### config.mk
export PLATFORM = sky130hd
export DESIGN_NAME = bdqs_cell
export DESIGN_NICKNAME = d
export VERILOG_FILES = /design/src/rtl/bdqs_pkg.sv /design/src/rtl/bdqs_cell.sv
export SDC_FILE = /design/constraint.sdc
export NUM_CORES = 1
export LEC_CHECK = 0
export BUFFER_PORTS_ARGS = -buffer_cell sky130_fd_sc_hd__buf_2
export CORE_MARGIN = 4
export CORE_UTILIZATION = 37
export CTS_BUF_LIST = sky130_fd_sc_hd__clkbuf_16
export CTS_CLUSTER_DIAMETER = 50
export DETAILED_ROUTE_END_ITERATION = 8
export PLACE_DENSITY = 0.78
export RECOVER_POWER = 25
export SYNTH_ARGS = -nofsm -noshare
export SYNTH_HDL_FRONTEND = slang
export SYNTH_SLANG_ARGS = --single-unit
### constraint.sdc
create_clock -name clock -period 1.1 [get_ports clock]
set_input_delay 0 -clock clock [delete_from_list [all_inputs] [get_ports clock]]
set_output_delay 0 -clock clock [all_outputs]
set_load 0.05 [all_outputs]
### src/rtl/bdqs_pkg.sv
// ----------------------------------------------------------------------------
// bdqs_pkg
// Shared constants, codes and types for the bounded deque with search.
// ----------------------------------------------------------------------------
`default_nettype none

package bdqs_pkg;

   localparam int DEPTH       = 64;
   localparam int VALUE_WIDTH = 32;
   localparam int POS_W       = $clog2(DEPTH);
   localparam int CNT_W       = $clog2(DEPTH + 1);
   localparam int OP_W        = 3;
   localparam int STATUS_W    = 2;
   localparam int RSP_FIELD_W = VALUE_WIDTH + POS_W + CNT_W;
   localparam int RSP_DATA_W  = ((RSP_FIELD_W + 7) / 8) * 8;

   localparam logic [OP_W-1:0] OP_INS_FRONT = 3'd0;
   localparam logic [OP_W-1:0] OP_INS_BACK  = 3'd1;
   localparam logic [OP_W-1:0] OP_DEL_FRONT = 3'd2;
   localparam logic [OP_W-1:0] OP_DEL_BACK  = 3'd3;
   localparam logic [OP_W-1:0] OP_SEARCH    = 3'd4;

   localparam logic [STATUS_W-1:0] STS_OK       = 2'd0;
   localparam logic [STATUS_W-1:0] STS_FULL     = 2'd1;
   localparam logic [STATUS_W-1:0] STS_EMPTY    = 2'd2;
   localparam logic [STATUS_W-1:0] STS_NOTFOUND = 2'd3;

   typedef enum logic [1:0] {
      S_IDLE,
      S_SEARCH,
      S_REPORT,
      S_BACK
   } state_type;

   typedef struct packed {
      logic shift_right;
      logic shift_left;
      logic rotate;
      logic load_tail;
   } cell_ctrl_type;

endpackage

`default_nettype wire

### src/rtl/bdqs_cell.sv
// ----------------------------------------------------------------------------
// bdqs_cell
// One storage cell of the deque chain; shifts, rotates, loads or holds each cycle.
// ----------------------------------------------------------------------------
`default_nettype none

module bdqs_cell (
   input  wire                                  clock,
   input  wire  bdqs_pkg::cell_ctrl_type        ctrl,
   input  wire  [bdqs_pkg::VALUE_WIDTH-1:0]     ins_value,
   input  wire  [bdqs_pkg::VALUE_WIDTH-1:0]     from_left,
   input  wire  [bdqs_pkg::VALUE_WIDTH-1:0]     from_right,
   input  wire  [bdqs_pkg::VALUE_WIDTH-1:0]     head_value,
   input  wire                                  is_tail,
   input  wire                                  is_next,
   output logic [bdqs_pkg::VALUE_WIDTH-1:0]     value
);

   logic [bdqs_pkg::VALUE_WIDTH-1:0] value_ff;
   logic [bdqs_pkg::VALUE_WIDTH-1:0] value_in;

   always_comb begin
      value_in = value_ff;
      if (ctrl.shift_right) begin
         value_in = from_left;
      end else if (ctrl.shift_left) begin
         value_in = from_right;
      end else if (ctrl.rotate) begin
         value_in = is_tail ? head_value : from_right;
      end else if (ctrl.load_tail && is_next) begin
         value_in = ins_value;
      end
   end

   always_ff @(posedge clock) begin
      value_ff <= value_in;
   end

   assign value = value_ff;

endmodule

`default_nettype wire

==> metrics.yaml, run 1 <==
routing:
  routed_via_density: 5.336
  final_antenna_net_count: 0
  routedWlPerCell_microns: 16.44
  dr.pass1.iters: 4
  wl_microns: 7054
  initialDrtViolationCount: 61
  num_vias: 2289
  drcViolationCount: 0
power_and_ir_drop:
  p_total_uw: 4313
  ir_worst_vdd_uv: 691.2
  p_leak_uw: 0.001551
  power_density_nw_per_um2: 1293
outcome:
  status: "finished, final reports clean"
cells_and_area:
  drive_above_1_share_pct: 60.73
  diodes: 0
  synthToLayoutAreaGrowth_pct: 49.30
  fill_cells: 527
  fin_area_sq_um: 3334
  fin_nets: 489
  largest_register_ffs: 32
  area.sequential_sq_um: 960.9
  multi_input_area_sq_um: 1145
  postLayoutCoreUtil_pct: 56.65
floorplanning:
  die_area_sq_um: 7343
  rows: 28
  initial_core_util_pct: 37.95
  fp.coreArea_sq_um: 5886
  dieHeight_microns: 85.69
  pin_count: 167
  die_w_microns: 85.69
grt:
  grt_pass1_vias: 2326
  grt-ovfl-total: 0
  antenna_found_initial: 0
  grt_max_degree: 34
  grt_usage_pct: 17.84
  grt_pass1_wl_microns: 10490
clock_network:
  htreeDepth: 2
  tritoncts: "built"
  cts_sinks: 32
  hold_buffers: 0
  clock_path_buffers: 2
  path_clk_slew_ns: 0.05
  cts_resized: 0
  numCtsBuffers: 5
  cts_root_buffer: "clkbuf_16"
  post-cts-setup-buffer-count: 0
sta:
  rsz0062_at_grt: "false"
  setup_tns_ns: 0
  slew_headroom_pct: 70.89
  tightest_slew_ns: 0.4366
  slew_violations: 0
  period_minus_slack_ns: 0.8952
  timing.final.hold_violations: 0
  hold_slack_ns: 0.1343
  fmax_ghz: 1.117
  min_period_over_period_pct: 81.38
  setup_viol: 0
yosys:
  synth_area_leaders: "edfxtp_1 (43%), a221oi_2 (19%), mux2i_1 (14%)"
  yosysMostFrequentCell: "edfxtp_1"
  yosysUniqueCellTypes: 23
  netlist_area_sq_um: 2233
  ys_seq_area_share_pct: 43.03
  ys.flop_type: "edfxtp_1"
  yosysTopAreaCell: "edfxtp_1"
  synth_commonest_cells: "edfxtp_1 (32), mux2i_1 (31), nor2_1 (31)"
  synth_fp_nets: 324
  ys_ff_latch: 32
  avgSynthCellArea_sq_um: 11.82
  yosysWarnings: 0
  ys_async_sr_fraction_pct: 0
  synth_top_area_share_pct: 43.03
  synth_edf_count: 32
  synth_cells: 189
flow_run:
  maxCapViolCount: 0
placed_design:
  place_area_sq_um: 3216
  io_buffers: 166
  finalWeightedCongestion: 0.8089
  dp_hpwl_microns: 5509
worst_setup_path:
  arrival_ns: 0.87
  required_ns: 1.08
  worstPathMaxFanout: 32
  setup.worst_path.class: "in -> reg"
  cp-start-kind: "primary input"
  end_kind: "register"
worst_hold_path:
  hp-class: "in -> reg"
-- final cells by class --
| type | instances | area share [%] |
|---|---|---|
| inverter | 2 | 0.2251 |
| multi-input combinational | 135 | 34.33 |
| timing repair buffer | 178 | 29.83 |
| sequential | 32 | 28.82 |
| tap | 75 | 2.814 |
| clock inverter | 2 | 0.2251 |
| clock buffer | 5 | 3.752 |
-- where the power goes --
group / total [uW] / internal [uW] / switching [uW]
logic: 1490 / 520 / 974
registers: 1550 / 1520 / 36.6
clock network: 1260 / 808 / 456
-- metal layers --
metal  part of all wire (%)  global-route usage [%]  up-vias
met5                      0                       0        -
met4                    2.8                   6.475        0
met3                    9.6                   4.611       18
met2                     52                   34.53      123
met1                     36                   18.20     1033
li1                       -                       -     1115
-- worst max-delay path: stages --
cell and delay [ns]:
clkbuf_1 0.13, a2111o_2 0.45, buf_4 0.27
-- kinds of logic after synthesis --
| logic type | after synthesis | synth area share [%] |
|---|---|---|
| mux | 31 | 13.89 |
| buf+inv | 22 | 5.826 |
| simple gates | 38 | 7.059 |
| compound gates | 66 | 30.20 |
| flops | 32 | 43.03 |
-- worst paths after layout --
kind | slack [ns] | depth (start not counted) | startpoint | end
min | 0.13 | 3 | from_left[5] | value[5]
max | 0.20 | 3 | ctrl[2] | value[4]
-- metrics by stage --
step,cells,setup WS (ns)
2_1_floorplan,189,0.07064
3_3_place_gp,422,0.04083
3_5_place_dp,422,0.001846
4_1_cts,429,0.2203
5_1_grt,429,0.1090
6_report,429,0.2048
-- layout by cell type, fill, tap and decap left out --
master / instances
a2111o_2: 1
a221oi_1: 1
a221oi_2: 29
a22oi_1: 1
a31oi_1: 1
and3_1: 1
and3_2: 1
buf_12: 6
buf_2: 165
buf_4: 6
clkbuf_1: 1
clkbuf_16: 5
clkinv_1: 2
edfxtp_1: 32
inv_2: 2
mux2i_1: 31
nand2_1: 1
nor2_1: 31
nor2b_1: 2
o211ai_1: 1
o21ai_0: 2
o22ai_1: 30
or2_1: 1
or3_1: 1
No activity file was read; power rests on OpenSTA's default activity.
==> run 2, diff against run 1 <==
--- a/config.mk
+++ b/config.mk
@@ -7,11 +7,11 @@
 export LEC_CHECK = 0
 export BUFFER_PORTS_ARGS = -buffer_cell sky130_fd_sc_hd__buf_2
 export CORE_MARGIN = 4
-export CORE_UTILIZATION = 37
+export CORE_UTILIZATION = 41
 export CTS_BUF_LIST = sky130_fd_sc_hd__clkbuf_16
 export CTS_CLUSTER_DIAMETER = 50
 export DETAILED_ROUTE_END_ITERATION = 8
-export PLACE_DENSITY = 0.78
+export PLACE_DENSITY = 0.82
 export RECOVER_POWER = 25
 export SYNTH_ARGS = -nofsm -noshare
 export SYNTH_HDL_FRONTEND = slang
==> constraint.sdc (replaced) <==
create_clock -name clock -period 0.9 [get_ports clock]
set_input_delay 0 -clock clock [delete_from_list [all_inputs] [get_ports clock]]
set_output_delay 0 -clock clock [all_outputs]
set_load 0.05 [all_outputs]
==> metrics.yaml, run 2 (synthesis gave the netlist of run 1 again) <==
outcome:
  status: "finished, final reports clean"
cells_and_area:
  area.sequential_sq_um: 960.9  # unchanged
  final_cell_mix: "buf_2 (163), edfxtp_1 (32), mux2i_1 (31), nor2_1 (31), o22ai_1 (30)"
  drive_above_1_share_pct: 61.60  # +0.87 points
  largest_register_ffs: 32  # unchanged
  fin_area_sq_um: 3358  # +0.71%
  fill_cells: 442  # -16%
  synthToLayoutAreaGrowth_pct: 50.36
  multi_input_area_sq_um: 1145  # unchanged
  mostFrequentLayoutCell: "buf_2"
  diodes: 0  # unchanged
  fin_nets: 496  # +1.4%
worst_setup_path:
  path_depth: 1  # -2
  cp-start-kind: "register"
  cp_top_family: "flip-flops"
  cp_cell_sequence: "buf_4"
  setup.worst_path.class: "reg -> out"
  path_buf_inv: 1  # -1
  required_ns: 0.90  # -0.18 ns
  arrival_ns: 0.87  # about the same
  end_kind: "primary output"
  slowest_delay_ns: 0.39  # -0.06 ns
  crit_slowest_cell: "edfxtp_1"
  worstPathMaxFanout: 1  # -97%
power_and_ir_drop:
  p_comb_share_pct: 34.7  # about the same
  swShare_pct: 34.05  # +0.046 points
  switchingPower_uw: 1803  # +23%
  power_density_nw_per_um2: 1577  # +22%
  clkPwrFrac_pct: 29.5  # +0.2 points
  intPower_uw: 3493  # +23%
  p_seq_share_pct: 35.8  # -0.3 points
  p_total_uw: 5296  # +23%
  p_leak_uw: 0.001589  # +2.4%
  ir_worst_vdd_uv: 889.6  # +29%
clock_network:
  tritoncts: "built"
  cts_resized: 0  # unchanged
  hold_buffers: 0  # unchanged
  clock_path_buffers: 2  # unchanged
  numCtsBuffers: 5  # unchanged
  cts_root_buffer: "clkbuf_16"
  cts_sinks: 32  # unchanged
  htreeDepth: 2  # unchanged
  path_clk_slew_ns: 0.05  # about the same
  post-cts-setup-buffer-count: 0  # unchanged
sta:
  slew_violations: 0  # unchanged
  min_period_over_period_pct: 96.40
  tightest_slew_ns: 0.3056  # -0.1310 ns
  rsz0062_at_grt: "false"
  timing.final.hold_violations: 0  # unchanged
  period_minus_slack_ns: 0.8676
  setup_viol: 0  # unchanged
  slew_headroom_pct: 79.62  # +8.7 points
  fmax_ghz: 1.153
grt:
  grt_pass1_vias: 2377  # +2.2%
  grt_max_degree: 33  # -2.9%
  antenna_found_initial: 0  # unchanged
  grt_pass1_wl_microns: 10870  # +3.6%
  grt-ovfl-total: 0  # unchanged
  grt_usage_pct: 21.46  # +3.6 points
floorplanning:
  initial_core_util_pct: 42.91  # +5.0 points
  rows: 26  # -7.1%
  pin_count: 167  # unchanged
  dieHeight_microns: 81.81  # -4.5%
  die_area_sq_um: 6692  # -8.9%
  die_w_microns: 81.81  # -4.5%
  fp.coreArea_sq_um: 5205  # -12%
placed_design:
  io_buffers: 166  # unchanged
  place_area_sq_um: 3249  # +1.1%
  finalWeightedCongestion: 0.8703  # +7.6%
  dp_hpwl_microns: 5592  # +1.5%
flow_run:
  maxCapViolCount: 0  # unchanged
routing:
  initialDrtViolationCount: 74  # +21%
  drcViolationCount: 0  # unchanged
  num_vias: 2308  # +0.83%
  wl_microns: 7056  # about the same
  final_antenna_net_count: 0  # unchanged
  routedWlPerCell_microns: 16.33  # -0.67%
  dr.pass1.iters: 4  # unchanged
  routed_via_density: 5.343  # +0.13%
worst_hold_path:
  hp-class: "in -> reg"
  hold_path_depth: 3  # unchanged
==> run 2: worst paths after layout <==
kind	from	endpoint
worst min-delay path	from_left[31]	value[31]
worst max-delay path	value[0]	value[0]
==> run 2: layer usage <==
metal  share of wire [%]  up-vias  global-route usage, %
met5                   0        -                      0
met1                  36     1075                  22.37
li1                    -     1125                      -
met4                0.77        0                  6.645
met2                  55      104                  42.33
met3                 8.2        4                  4.276
==> run 2: power groups by stage <==
stage	logic, uW	clock network [uW]	registers [uW]
2_1_floorplan	558	0	2590
3_3_place_gp	1830	0	1920
3_5_place_dp	1850	0	1930
4_1_cts	1860	1590	1900
5_1_grt	1960	1680	1910
6_report	1840	1560	1900
==> run 2: layout make-up <==
class / count / share of cell area (%)
Clock buffer: 5 / 3.726
Timing Repair Buffer: 185 / 30.40
Inverter: 2 / 0.2235
Clock inverter: 3 / 0.3353
Sequential cell: 32 / 28.61
Tap cell: 70 / 2.608
Multi-Input combinational cell: 135 / 34.09
==> run 2: per-stage QoR <==
stage | setup slack (ns) | instances | TNS (ns) | hold slack, ns | utilization, %
after global routing | 0.0007804 | 432 | 0 | 0.1168 | 64.52
after CTS | 0.01643 | 432 | 0 | 0.1047 | 65.05
final | 0.03241 | 432 | 0 | 0.1093 | 64.52
after detailed placement | -0.1884 | 424 | -10.18 | 0.3755 | 62.43
after global placement | -0.1590 | 424 | -9.562 | 0.3846 | 62.43
after floorplan | -0.1294 | 189 | -4.139 | 0.2490 | -
